## config.mk

```make
export PLATFORM = sky130hd
export DESIGN_NAME = mono_bitmap_pixel_expander_flat
export DESIGN_NICKNAME = d
export VERILOG_FILES = /design/src/rtl/mbpe_pkg.sv /design/src/rtl/mbpe_if.sv /design/src/rtl/mbpe_cfg.sv /design/src/rtl/mbpe_front.sv /design/src/rtl/mbpe_fifo.sv /design/src/rtl/mbpe_back.sv /design/src/rtl/mono_bitmap_pixel_expander.sv /design/src/flat_wrapper.sv
export SDC_FILE = /design/constraint.sdc
export NUM_CORES = 1
export LEC_CHECK = 0
export ABC_AREA = 1
export BUFFER_PORTS_ARGS = -buffer_cell sky130_fd_sc_hd__buf_2
export CAP_MARGIN = 20
export CORE_MARGIN = 8
export CORE_UTILIZATION = 50
export CTS_CLUSTER_DIAMETER = 150
export DETAILED_ROUTE_END_ITERATION = 7
export PLACE_DENSITY_LB_ADDON = 0.3
export SYNTH_ARGS = -nofsm -noshare
export SYNTH_HDL_FRONTEND = slang
export SYNTH_SLANG_ARGS = --single-unit
```

## constraint.sdc

```tcl
create_clock -name clock -period 14.96 [get_ports clock]
set_input_delay 0.748 -clock clock [delete_from_list [all_inputs] [get_ports clock]]
set_output_delay 0.748 -clock clock [all_outputs]
set_load 0.005 [all_outputs]
```

## src/rtl/mbpe_pkg.sv

```systemverilog
// ----------------------------------------------------------------------------
// mbpe_pkg: shared types and helpers for the mono bitmap pixel expander
// Register indexes, configuration record, queue entry and bit helpers.
// ----------------------------------------------------------------------------
package mbpe_pkg;

   localparam int unsigned MAX_WIDTH  = 255;
   localparam int unsigned MAX_HEIGHT = 255;
   localparam int unsigned BYTE_BITS  = 8;
   localparam int unsigned FIFO_DEPTH = 4;
   localparam int unsigned FIFO_PTR_W = $clog2(FIFO_DEPTH);

   localparam logic [7:0] MAX_WIDTH_C  = 8'(MAX_WIDTH);
   localparam logic [7:0] MAX_HEIGHT_C = 8'(MAX_HEIGHT);

   // register reset values
   localparam logic [15:0] FG_RESET     = 16'hFFFF;
   localparam logic [15:0] BG_RESET     = 16'h0000;
   localparam logic [7:0]  WIDTH_RESET  = 8'd8;
   localparam logic [7:0]  HEIGHT_RESET = 8'd1;
   localparam logic        OPAQUE_RESET = 1'b1;
   localparam logic [9:0]  ORIGIN_RESET = 10'd0;

   typedef enum logic [2:0] {
      REG_FG_COLOR     = 3'd0,
      REG_BG_COLOR     = 3'd1,
      REG_WIDTH_PIXELS = 3'd2,
      REG_HEIGHT_ROWS  = 3'd3,
      REG_OPAQUE_MODE  = 3'd4,
      REG_ORIGIN_X     = 3'd5,
      REG_ORIGIN_Y     = 3'd6
   } reg_index_type;

   typedef struct packed {
      logic [15:0] fg_color;
      logic [15:0] bg_color;
      logic [7:0]  width_pixels;
      logic [7:0]  height_rows;
      logic        opaque_mode;
      logic [9:0]  origin_x;
      logic [9:0]  origin_y;
   } cfg_type;

   // one classified byte waiting for expansion
   typedef struct packed {
      logic [7:0]  data;
      logic [7:0]  mask;     // pixels still to emit
      logic [10:0] base_x;
      logic [10:0] y;
      logic        img_end;
   } cmd_type;

   // low n bits set, n == 0 means all eight
   function automatic logic [7:0] low_mask(input logic [2:0] n);
      logic [7:0] m;
      for (int i = 0; i < BYTE_BITS; i++) begin
         m[i] = (n == 3'd0) || (i < int'(n));
      end
      return m;
   endfunction

   // index of lowest set bit
   function automatic logic [2:0] lowest_bit(input logic [7:0] m);
      logic [2:0] k;
      k = 3'd0;
      for (int i = BYTE_BITS - 1; i >= 0; i--) begin
         if (m[i]) begin
            k = 3'(i);
         end
      end
      return k;
   endfunction

endpackage

```

## src/rtl/mbpe_if.sv

```systemverilog
// ----------------------------------------------------------------------------
// mbpe_if: valid/ready channels of the pixel expander
// Byte request channel and pixel response channel.
// ----------------------------------------------------------------------------
interface mbpe_req_if;
   logic       valid;
   logic       ready;
   logic [7:0] bitmap_byte;
   logic       image_start;

   modport source (output valid, output bitmap_byte, output image_start, input ready);
   modport sink   (input valid, input bitmap_byte, input image_start, output ready);
endinterface

interface mbpe_rsp_if;
   logic        valid;
   logic        ready;
   logic [15:0] pixel_color;
   logic [10:0] pixel_x;
   logic [10:0] pixel_y;
   logic        last_of_byte;
   logic        image_end;

   modport source (output valid, output pixel_color, output pixel_x, output pixel_y,
                   output last_of_byte, output image_end, input ready);
   modport sink   (input valid, input pixel_color, input pixel_x, input pixel_y,
                   input last_of_byte, input image_end, output ready);
endinterface

```

## src/rtl/mbpe_cfg.sv

```systemverilog
// ----------------------------------------------------------------------------
// mbpe_cfg: configuration registers
// Write-only register file, unknown indexes are dropped.
// ----------------------------------------------------------------------------
module mbpe_cfg (
   input  logic             clock,
   input  logic             reset,
   input  logic             csr_write_en,
   input  logic [2:0]       csr_index,
   input  logic [15:0]      csr_wdata,
   output mbpe_pkg::cfg_type cfg
);
   import mbpe_pkg::*;

   cfg_type cfg_ff;
   cfg_type cfg_in;

   // register decode
   always_comb begin
      cfg_in = cfg_ff;
      if (csr_write_en) begin
         case (reg_index_type'(csr_index))
            REG_FG_COLOR:     cfg_in.fg_color     = csr_wdata;
            REG_BG_COLOR:     cfg_in.bg_color     = csr_wdata;
            REG_WIDTH_PIXELS: cfg_in.width_pixels = csr_wdata[7:0];
            REG_HEIGHT_ROWS:  cfg_in.height_rows  = csr_wdata[7:0];
            REG_OPAQUE_MODE:  cfg_in.opaque_mode  = csr_wdata[0];
            REG_ORIGIN_X:     cfg_in.origin_x     = csr_wdata[9:0];
            REG_ORIGIN_Y:     cfg_in.origin_y     = csr_wdata[9:0];
            default:          cfg_in = cfg_ff;
         endcase
      end
   end

   always_ff @(posedge clock) begin
      if (reset) begin
         cfg_ff.fg_color     <= FG_RESET;
         cfg_ff.bg_color     <= BG_RESET;
         cfg_ff.width_pixels <= WIDTH_RESET;
         cfg_ff.height_rows  <= HEIGHT_RESET;
         cfg_ff.opaque_mode  <= OPAQUE_RESET;
         cfg_ff.origin_x     <= ORIGIN_RESET;
         cfg_ff.origin_y     <= ORIGIN_RESET;
      end else begin
         cfg_ff <= cfg_in;
      end
   end

   assign cfg = cfg_ff;

endmodule

```

## src/rtl/mbpe_front.sv

```systemverilog
// ----------------------------------------------------------------------------
// mbpe_front: byte classifier
// Tracks row and byte position, picks the pixels a byte emits and queues it.
// ----------------------------------------------------------------------------
module mbpe_front (
   input  logic              clock,
   input  logic              reset,
   input  mbpe_pkg::cfg_type cfg,
   mbpe_req_if.sink          req,
   input  logic              q_full,
   output logic              q_push,
   output mbpe_pkg::cmd_type q_cmd
);
   import mbpe_pkg::*;

   logic [4:0] col_ff, col_in;
   logic [7:0] row_ff, row_in;

   logic [7:0] w_eff, h_eff, last_row;
   logic [8:0] w_round;
   logic [4:0] last_col;
   logic [4:0] col_cur;
   logic [7:0] row_cur;
   logic       row_done, img_done, accept;
   logic [2:0] tail_bits;
   logic [7:0] mask;

   assign req.ready = !q_full;
   assign accept    = req.valid && req.ready;

   // geometry
   always_comb begin
      w_eff    = (cfg.width_pixels == 8'd0) || (cfg.width_pixels > MAX_WIDTH_C)
                 ? MAX_WIDTH_C : cfg.width_pixels;
      h_eff    = (cfg.height_rows == 8'd0) || (cfg.height_rows > MAX_HEIGHT_C)
                 ? MAX_HEIGHT_C : cfg.height_rows;
      w_round  = {1'b0, w_eff} + 9'd7;
      last_col = 5'(w_round[8:3] - 6'd1);
      last_row = h_eff - 8'd1;
   end

   // position and pixel selection
   always_comb begin
      col_cur   = req.image_start ? 5'd0 : col_ff;
      row_cur   = req.image_start ? 8'd0 : row_ff;
      row_done  = col_cur >= last_col;
      img_done  = row_done && (row_cur >= last_row);
      tail_bits = row_done ? w_eff[2:0] : 3'd0;
      mask      = low_mask(tail_bits) & (cfg.opaque_mode ? 8'hFF : req.bitmap_byte);

      q_cmd.data    = req.bitmap_byte;
      q_cmd.mask    = mask;
      q_cmd.base_x  = {1'b0, cfg.origin_x} + {3'b000, col_cur, 3'b000};
      q_cmd.y       = {1'b0, cfg.origin_y} + {3'b000, row_cur};
      q_cmd.img_end = img_done;
      q_push        = accept && (mask != 8'd0);
   end

   // counter advance
   always_comb begin
      col_in = col_ff;
      row_in = row_ff;
      if (accept) begin
         if (row_done) begin
            col_in = 5'd0;
            row_in = img_done ? 8'd0 : row_cur + 8'd1;
         end else begin
            col_in = col_cur + 5'd1;
            row_in = row_cur;
         end
      end
   end

   always_ff @(posedge clock) begin
      if (reset) begin
         col_ff <= 5'd0;
         row_ff <= 8'd0;
      end else begin
         col_ff <= col_in;
         row_ff <= row_in;
      end
   end

endmodule

```

## src/rtl/mbpe_fifo.sv

```systemverilog
// ----------------------------------------------------------------------------
// mbpe_fifo: command queue
// Short register queue between the classifier and the pixel emitter.
// ----------------------------------------------------------------------------
module mbpe_fifo (
   input  logic              clock,
   input  logic              reset,
   input  logic              push,
   input  mbpe_pkg::cmd_type push_cmd,
   output logic              full,
   input  logic              pop,
   output logic              head_valid,
   output mbpe_pkg::cmd_type head_cmd
);
   import mbpe_pkg::*;

   cmd_type                 entry_ff [FIFO_DEPTH];
   logic [FIFO_PTR_W-1:0]   wr_ff, wr_in, rd_ff, rd_in;
   logic [FIFO_PTR_W:0]     cnt_ff, cnt_in;

   assign full       = cnt_ff == (FIFO_PTR_W+1)'(FIFO_DEPTH);
   assign head_valid = cnt_ff != '0;
   assign head_cmd   = entry_ff[rd_ff];

   // pointers and fill level
   always_comb begin
      wr_in  = push ? wr_ff + FIFO_PTR_W'(1) : wr_ff;
      rd_in  = pop  ? rd_ff + FIFO_PTR_W'(1) : rd_ff;
      cnt_in = cnt_ff;
      if (push && !pop) begin
         cnt_in = cnt_ff + (FIFO_PTR_W+1)'(1);
      end else if (pop && !push) begin
         cnt_in = cnt_ff - (FIFO_PTR_W+1)'(1);
      end
   end

   always_ff @(posedge clock) begin
      if (reset) begin
         wr_ff  <= '0;
         rd_ff  <= '0;
         cnt_ff <= '0;
      end else begin
         wr_ff  <= wr_in;
         rd_ff  <= rd_in;
         cnt_ff <= cnt_in;
      end
   end

   // storage
   always_ff @(posedge clock) begin
      if (push) begin
         entry_ff[wr_ff] <= push_cmd;
      end
   end

endmodule

```

## src/rtl/mbpe_back.sv

```systemverilog
// ----------------------------------------------------------------------------
// mbpe_back: pixel emitter
// Walks the pixel mask of each queued byte, one pixel per cycle while rsp is ready.
// ----------------------------------------------------------------------------
module mbpe_back (
   input  logic              clock,
   input  logic              reset,
   input  mbpe_pkg::cfg_type cfg,
   input  logic              q_valid,
   input  mbpe_pkg::cmd_type q_cmd,
   output logic              q_pop,
   mbpe_rsp_if.source        rsp
);
   import mbpe_pkg::*;

   cmd_type     act_ff, act_in;
   logic        act_valid_ff, act_valid_in;
   logic        out_valid_ff, out_valid_in;
   logic [15:0] color_ff, color_in;
   logic [10:0] x_ff, x_in, y_ff, y_in;
   logic        last_ff, last_in, end_ff, end_in;

   cmd_type     cur;
   logic        cur_valid, out_free, fire;
   logic [2:0]  k;
   logic [7:0]  rem;

   // pick the byte in work, held one first
   always_comb begin
      cur       = act_valid_ff ? act_ff : q_cmd;
      cur_valid = act_valid_ff || q_valid;
      out_free  = !out_valid_ff || rsp.ready;
      fire      = cur_valid && out_free;
      k         = lowest_bit(cur.mask);
      rem       = cur.mask & ~(8'h01 << k);
      q_pop     = fire && !act_valid_ff;
   end

   // held byte and output word
   always_comb begin
      act_in       = act_ff;
      act_valid_in = act_valid_ff;
      out_valid_in = out_free ? cur_valid : out_valid_ff;
      color_in     = color_ff;
      x_in         = x_ff;
      y_in         = y_ff;
      last_in      = last_ff;
      end_in       = end_ff;
      if (fire) begin
         act_in       = cur;
         act_in.mask  = rem;
         act_valid_in = rem != 8'd0;
         color_in     = cur.data[k] ? cfg.fg_color : cfg.bg_color;
         x_in         = cur.base_x + {8'd0, k};
         y_in         = cur.y;
         last_in      = rem == 8'd0;
         end_in       = cur.img_end;
      end
   end

   always_ff @(posedge clock) begin
      if (reset) begin
         act_valid_ff <= 1'b0;
         out_valid_ff <= 1'b0;
      end else begin
         act_valid_ff <= act_valid_in;
         out_valid_ff <= out_valid_in;
      end
   end

   always_ff @(posedge clock) begin
      act_ff   <= act_in;
      color_ff <= color_in;
      x_ff     <= x_in;
      y_ff     <= y_in;
      last_ff  <= last_in;
      end_ff   <= end_in;
   end

   assign rsp.valid        = out_valid_ff;
   assign rsp.pixel_color  = color_ff;
   assign rsp.pixel_x      = x_ff;
   assign rsp.pixel_y      = y_ff;
   assign rsp.last_of_byte = last_ff;
   assign rsp.image_end    = end_ff;

endmodule

```

## src/rtl/mono_bitmap_pixel_expander.sv

```systemverilog
// A byte's first pixel passes the command queue and the output register before rsp.
// Throughput: one pixel per cycle while rsp is ready; a byte emits 1 to 8 pixels
//   and the emitter's single output register sets this pace.
// A transparent byte with no set pixels is accepted and emits nothing.
// Four-entry queue lets requests run ahead of a stalled response side.
// Reset (synchronous): counters and queue cleared, registers at their defaults.
// ----------------------------------------------------------------------------
// mono_bitmap_pixel_expander: 1bpp bitmap to RGB565 pixel stream
// Classifier, command queue and pixel emitter with a write-only register file.
// ----------------------------------------------------------------------------
module mono_bitmap_pixel_expander (
   input  logic        clock,
   input  logic        reset,
   input  logic        csr_write_en,
   input  logic [2:0]  csr_index,
   input  logic [15:0] csr_wdata,
   mbpe_req_if.sink    req_bus,
   mbpe_rsp_if.source  rsp_bus
);
   import mbpe_pkg::*;

   cfg_type cfg;
   cmd_type push_cmd, head_cmd;
   logic    push, full, pop, head_valid;

   mbpe_cfg u_cfg (
      .clock        (clock),
      .reset        (reset),
      .csr_write_en (csr_write_en),
      .csr_index    (csr_index),
      .csr_wdata    (csr_wdata),
      .cfg          (cfg)
   );

   mbpe_front u_front (
      .clock  (clock),
      .reset  (reset),
      .cfg    (cfg),
      .req    (req_bus),
      .q_full (full),
      .q_push (push),
      .q_cmd  (push_cmd)
   );

   mbpe_fifo u_fifo (
      .clock      (clock),
      .reset      (reset),
      .push       (push),
      .push_cmd   (push_cmd),
      .full       (full),
      .pop        (pop),
      .head_valid (head_valid),
      .head_cmd   (head_cmd)
   );

   mbpe_back u_back (
      .clock   (clock),
      .reset   (reset),
      .cfg     (cfg),
      .q_valid (head_valid),
      .q_cmd   (head_cmd),
      .q_pop   (pop),
      .rsp     (rsp_bus)
   );

endmodule

```

## src/flat_wrapper.sv

```systemverilog
// flat-port wrapper written by rule: the top's interface ports become plain ports
module mono_bitmap_pixel_expander_flat import mbpe_pkg::*;
  (clock, reset, csr_write_en, csr_index, csr_wdata, req_bus_valid, req_bus_bitmap_byte, req_bus_image_start, req_bus_ready, rsp_bus_valid, rsp_bus_pixel_color, rsp_bus_pixel_x, rsp_bus_pixel_y, rsp_bus_last_of_byte, rsp_bus_image_end, rsp_bus_ready);
  mbpe_req_if req_bus_i ();
  mbpe_rsp_if rsp_bus_i ();
  input  logic clock;
  input  logic reset;
  input  logic csr_write_en;
  input  logic [2:0] csr_index;
  input  logic [15:0] csr_wdata;
  input wire logic [$bits(req_bus_i.valid)-1:0] req_bus_valid;
  input wire logic [$bits(req_bus_i.bitmap_byte)-1:0] req_bus_bitmap_byte;
  input wire logic [$bits(req_bus_i.image_start)-1:0] req_bus_image_start;
  output wire logic [$bits(req_bus_i.ready)-1:0] req_bus_ready;
  output wire logic [$bits(rsp_bus_i.valid)-1:0] rsp_bus_valid;
  output wire logic [$bits(rsp_bus_i.pixel_color)-1:0] rsp_bus_pixel_color;
  output wire logic [$bits(rsp_bus_i.pixel_x)-1:0] rsp_bus_pixel_x;
  output wire logic [$bits(rsp_bus_i.pixel_y)-1:0] rsp_bus_pixel_y;
  output wire logic [$bits(rsp_bus_i.last_of_byte)-1:0] rsp_bus_last_of_byte;
  output wire logic [$bits(rsp_bus_i.image_end)-1:0] rsp_bus_image_end;
  input wire logic [$bits(rsp_bus_i.ready)-1:0] rsp_bus_ready;
  assign req_bus_i.valid = req_bus_valid;
  assign req_bus_i.bitmap_byte = req_bus_bitmap_byte;
  assign req_bus_i.image_start = req_bus_image_start;
  assign req_bus_ready = req_bus_i.ready;
  assign rsp_bus_valid = rsp_bus_i.valid;
  assign rsp_bus_pixel_color = rsp_bus_i.pixel_color;
  assign rsp_bus_pixel_x = rsp_bus_i.pixel_x;
  assign rsp_bus_pixel_y = rsp_bus_i.pixel_y;
  assign rsp_bus_last_of_byte = rsp_bus_i.last_of_byte;
  assign rsp_bus_image_end = rsp_bus_i.image_end;
  assign rsp_bus_i.ready = rsp_bus_ready;
  mono_bitmap_pixel_expander u_core (.clock(clock), .reset(reset), .csr_write_en(csr_write_en), .csr_index(csr_index), .csr_wdata(csr_wdata), .req_bus(req_bus_i), .rsp_bus(rsp_bus_i));
endmodule
```

==> impl_metrics.xml <==
<?xml version="1.0" encoding="UTF-8"?>
<metrics>
  <group name="status">
    <metric name="status" unit="">completed</metric>
  </group>
  <group name="synthesis">
    <metric name="yosys-top-cells-area" unit="">sky130_fd_sc_hd__edfxtp_1, sky130_fd_sc_hd__dfxtp_1, sky130_fd_sc_hd__nor2_1, sky130_fd_sc_hd__nand2_1, sky130_fd_sc_hd__o21ai_0</metric>
    <metric name="synth_warnings" unit="">0</metric>
    <metric name="largest_area_contributor_in_the_netlist" unit="">sky130_fd_sc_hd__edfxtp_1</metric>
    <metric name="synth.lib_cells_used.distinct" unit="">49</metric>
    <metric name="synth-async-reset-ratio" unit="%">0</metric>
    <metric name="seq_area_frac_synth" unit="%">59.9</metric>
    <metric name="avgSynthCellArea" unit="sq um">9.74</metric>
    <metric name="synth-main-ff-cell" unit="">sky130_fd_sc_hd__edfxtp_1</metric>
    <metric name="ys_seq_elements" unit="">316</metric>
    <metric name="syn_area" unit="sq um">14300</metric>
    <metric name="post-synth-top-area-fraction" unit="%">46.9</metric>
    <metric name="synth_edf_count" unit="">223</metric>
    <metric name="synth_cells" unit="">1467</metric>
    <metric name="mappedNetlistNets" unit="">1542</metric>
    <metric name="ys_top_cells_by_count" unit="">sky130_fd_sc_hd__nor2_1, sky130_fd_sc_hd__edfxtp_1, sky130_fd_sc_hd__nand2_1</metric>
    <metric name="most_instantiated_library_cell_after_synthesis" unit="">sky130_fd_sc_hd__nor2_1</metric>
  </group>
  <group name="clock_tree">
    <metric name="cts_tree" unit="">built</metric>
    <metric name="post_cts_hold_buffer_count" unit="">0</metric>
    <metric name="clockRootBuffer" unit="">sky130_fd_sc_hd__clkbuf_16</metric>
    <metric name="cts_buffers" unit="">34</metric>
    <metric name="insertion_delay" unit="ns">0.51</metric>
    <metric name="path_clk_slew" unit="ns">0.06</metric>
    <metric name="deepest_level_of_the_cts_h_tree" unit="">2</metric>
    <metric name="number_of_gates_given_a_new_drive_strength_after_cts" unit="">0</metric>
    <metric name="cts.sink_count" unit="">316</metric>
    <metric name="max-clock-path-buffers" unit="">3</metric>
    <metric name="cts_post_setup_buffers_inserted" unit="">0</metric>
  </group>
  <group name="route">
    <metric name="routed_via_density" unit="">5.27</metric>
    <metric name="antenna_violating_nets_post_route" unit="">0</metric>
    <metric name="final_routed_drc_violation_total" unit="">0</metric>
    <metric name="detailed_route_wire_length" unit="mm">32.3</metric>
    <metric name="avgRoutedWirePerCell" unit="microns">16.8</metric>
    <metric name="detailroute.via_count" unit="">10148</metric>
    <metric name="number_of_drc_markers_in_iteration_0" unit="">1000</metric>
    <metric name="iteration_count_of_the_initial_detailed_routing_pass" unit="">5</metric>
  </group>
  <group name="sta">
    <metric name="setup_slack" unit="ns">9.33</metric>
    <metric name="relative_slew_slack" unit="%">42.7</metric>
    <metric name="rsz_0062_raised_after_global_routing" unit="">no</metric>
    <metric name="slew_violations" unit="">0</metric>
    <metric name="fmax" unit="GHz">0.178</metric>
    <metric name="report.final.setup_viol" unit="">0</metric>
    <metric name="fin_worst_hold_slack" unit="ns">0.459</metric>
    <metric name="finalWorstPathRequiredPeriod" unit="ns">5.63</metric>
    <metric name="timing_worst_slew_pin_value" unit="ns">0.859</metric>
    <metric name="timing.final.crit_share" unit="%">37.7</metric>
    <metric name="final.setup_skew" unit="ns">0.0212</metric>
    <metric name="totalNegativeSetupSlack" unit="ns">0</metric>
    <metric name="report.final.hold_viol_count" unit="">0</metric>
  </group>
  <group name="place">
    <metric name="placement.cell_area" unit="sq um">14900</metric>
    <metric name="buffer_ports.inserted" unit="">74</metric>
    <metric name="dpl_worst_slack" unit="ns">9.43</metric>
    <metric name="hpwlAfterDp" unit="mm">20.3</metric>
    <metric name="finalWeightedCongestion" unit="">0.808</metric>
  </group>
  <group name="global_route">
    <metric name="grtUsageMet2" unit="%">31.0</metric>
    <metric name="met3_track_demand_over_resource_in_global_routing" unit="%">3.69</metric>
    <metric name="first_pass_grt_wire_length" unit="mm">51.7</metric>
    <metric name="via_count_of_the_first_global_routing_pass" unit="">9742</metric>
    <metric name="grt_overflow" unit="">0</metric>
    <metric name="maximum_number_of_pins_on_one_net_before_global_route_repair" unit="">79</metric>
    <metric name="global_route.usage.total" unit="%">19.0</metric>
    <metric name="antenna_found_initial" unit="">2</metric>
    <metric name="use_met1" unit="%">25.7</metric>
    <metric name="globalRoute.busiestLayer" unit="">met2</metric>
  </group>
  <group name="flow_run">
    <metric name="cap_violations" unit="">0</metric>
  </group>
  <group name="floorplanning">
    <metric name="io_pins" unit="">75</metric>
    <metric name="core_region_area" unit="sq um">28400</metric>
    <metric name="design.die.area" unit="sq um">34200</metric>
    <metric name="core.rowCount" unit="">62</metric>
    <metric name="floorplan.die.height" unit="microns">185</metric>
    <metric name="initial_core_util" unit="%">50.3</metric>
    <metric name="die_width" unit="microns">185</metric>
  </group>
  <group name="hold_path">
    <metric name="hp-class" unit="">input port to register</metric>
  </group>
  <group name="worst_setup_path">
    <metric name="critical_path.startpoint_type" unit="">register</metric>
    <metric name="critical-path-max-stage-delay" unit="ns">0.42</metric>
    <metric name="timing.critical_path.arrival" unit="ns">6.03</metric>
    <metric name="critPathMaxFanout" unit="">11</metric>
    <metric name="critical_path.slowest_cell" unit="">sky130_fd_sc_hd__fa_1</metric>
    <metric name="timing.critical_path.required" unit="ns">15.36</metric>
    <metric name="criticalPathCategory" unit="">register to register</metric>
    <metric name="end_kind" unit="">register</metric>
  </group>
  <group name="power_and_ir_drop">
    <metric name="vdd_ir_drop_max" unit="uV">102</metric>
    <metric name="leakage" unit="nW">6.60</metric>
    <metric name="pwr_density_cell" unit="nW/um^2">185</metric>
  </group>
  <group name="finish">
    <metric name="post_route_cells_drive_above_1_share" unit="%">12.0</metric>
    <metric name="finish.net_count" unit="">1593</metric>
    <metric name="flow.area_growth_from_synthesis" unit="%">11.7</metric>
    <metric name="fin_area" unit="sq um">16000</metric>
  </group>
</metrics>
==> path summary, 6_finish.rpt <==
| kind | from | slack, ns | cells past startpoint | to |
|---|---|---|---|---|
| worst min register to register | u_core.u_cfg.cfg[68]$_SDFFE_PP1P_ | 0.47 | 2 | u_core.u_cfg.cfg[68]$_SDFFE_PP1P_ |
| worst max-delay path | u_core.u_cfg.cfg[30]$_SDFFE_PP0P_ | 9.33 | 30 | u_core.u_fifo.cnt_ff[1]$_SDFFE_PP0P_ |
| worst min-delay path | csr_wdata[15] | 0.46 | 3 | u_core.u_cfg.cfg[68]$_SDFFE_PP1P_ |
| worst max register to register | u_core.u_cfg.cfg[30]$_SDFFE_PP0P_ | 9.33 | 30 | u_core.u_fifo.cnt_ff[1]$_SDFFE_PP0P_ |
==> critical path, delay by kind of cell (launching register included) <==
family / cells / cell delay, ns
and+or+nand+nor: 13 / 2.39
adders and majority gates: 4 / 1.07
AOI/OAI and AO/OA: 6 / 0.96
buffers and inverters: 6 / 0.57
DFF: 1 / 0.35
xor gates and xnor gates: 1 / 0.13
==> sequential cells by signal, indices dropped and copies added (netlist names), named ones only <==
register                        flops
u_core.u_back.rsp.last_of_byte      1
u_core.u_back.rsp.pixel_x          11
u_core.u_fifo.wr_ff                 2
u_core.u_back.rsp.pixel_color      16
u_core.u_front.row_ff               8
u_core.u_front.col_ff               5
u_core.u_back.act_valid_ff          1
u_core.u_back.rsp.pixel_y          11
u_core.u_fifo.entry_ff            156
u_core.u_fifo.cnt_ff                3
u_core.u_cfg.cfg                   69
u_core.u_back.act_ff               27
u_core.u_back.rsp.image_end         1
u_core.u_fifo.rd_ff                 2
u_core.u_back.rsp.valid             1
==> through the flow <==
stage / power (W) / cells / utilization (%)
after floorplan: 0.00193 / 1467 / -
after global placement: 0.00215 / 1866 / 52.4
after detailed placement: 0.00216 / 1866 / 52.4
after CTS: 0.00298 / 1925 / 56.2
after global routing: 0.00314 / 1925 / 56.2
final: 0.00295 / 1927 / 56.2
==> area by class of cell <==
cell class | instances | area (sq um)
well taps | 384 | 480
multi-input cells | 928 | 4810
inverters | 153 | 577
clock buffers | 50 | 981
clock inverters | 9 | 88.8
flip-flops and latches | 316 | 8560
diodes | 2 | 5.00
repair buffers | 85 | 453
fillers | 2477 | 12400
==> where the power goes <==
group	total, W	switching [W]	internal (W)	leakage (nW)
Sequential	0.00124	0.0000465	0.00119	2.85
Combinational	0.000909	0.000642	0.000267	3.24
Clock	0.000804	0.000331	0.000473	0.521
==> cell families after synthesis <==
kind of cell | after synthesis | share of synthesized area [%]
xor+xnor | 35 | 2.15
buf+inv | 223 | 6.71
other cells | 1 | 0.0263
compound gates | 265 | 10.0
simple gates | 584 | 17.2
flops | 316 | 59.9
fa+ha+maj | 43 | 3.96
==> metal layers <==
metal	up-vias	share of wire (%)
li1	5008	-
met3	48	6.6
met4	2	2.0
met5	-	0.034
met1	4805	44
met2	285	47
==> cells in the final DEF, fill, tap and decap left out, types with 3 or more instances in the layout <==
cell type / instances
sky130_fd_sc_hd__nor2_1: 247
sky130_fd_sc_hd__edfxtp_1: 223
sky130_fd_sc_hd__or2_2: 4
sky130_fd_sc_hd__clkinv_1: 3
sky130_fd_sc_hd__nand4_1: 10
sky130_fd_sc_hd__o21ai_1: 4
sky130_fd_sc_hd__buf_4: 11
sky130_fd_sc_hd__clkbuf_1: 9
sky130_fd_sc_hd__o22ai_1: 13
sky130_fd_sc_hd__a31oi_1: 8
sky130_fd_sc_hd__a21oi_1: 64
sky130_fd_sc_hd__clkbuf_8: 7
sky130_fd_sc_hd__nor2_2: 6
sky130_fd_sc_hd__o21a_1: 5
sky130_fd_sc_hd__xnor2_1: 9
sky130_fd_sc_hd__ha_1: 38
sky130_fd_sc_hd__fa_1: 4
sky130_fd_sc_hd__nand3_1: 73
sky130_fd_sc_hd__o21ai_0: 152
sky130_fd_sc_hd__nand2_2: 19
sky130_fd_sc_hd__nor2_4: 6
sky130_fd_sc_hd__inv_1: 146
sky130_fd_sc_hd__buf_2: 74
sky130_fd_sc_hd__dfxtp_1: 92
sky130_fd_sc_hd__clkbuf_16: 34
sky130_fd_sc_hd__nor3_1: 5
sky130_fd_sc_hd__o211ai_1: 7
sky130_fd_sc_hd__inv_2: 5
sky130_fd_sc_hd__nand2_1: 204
sky130_fd_sc_hd__xor2_1: 26
sky130_fd_sc_hd__o21ai_2: 3
Note: power is estimated with default switching activity, not from simulation.
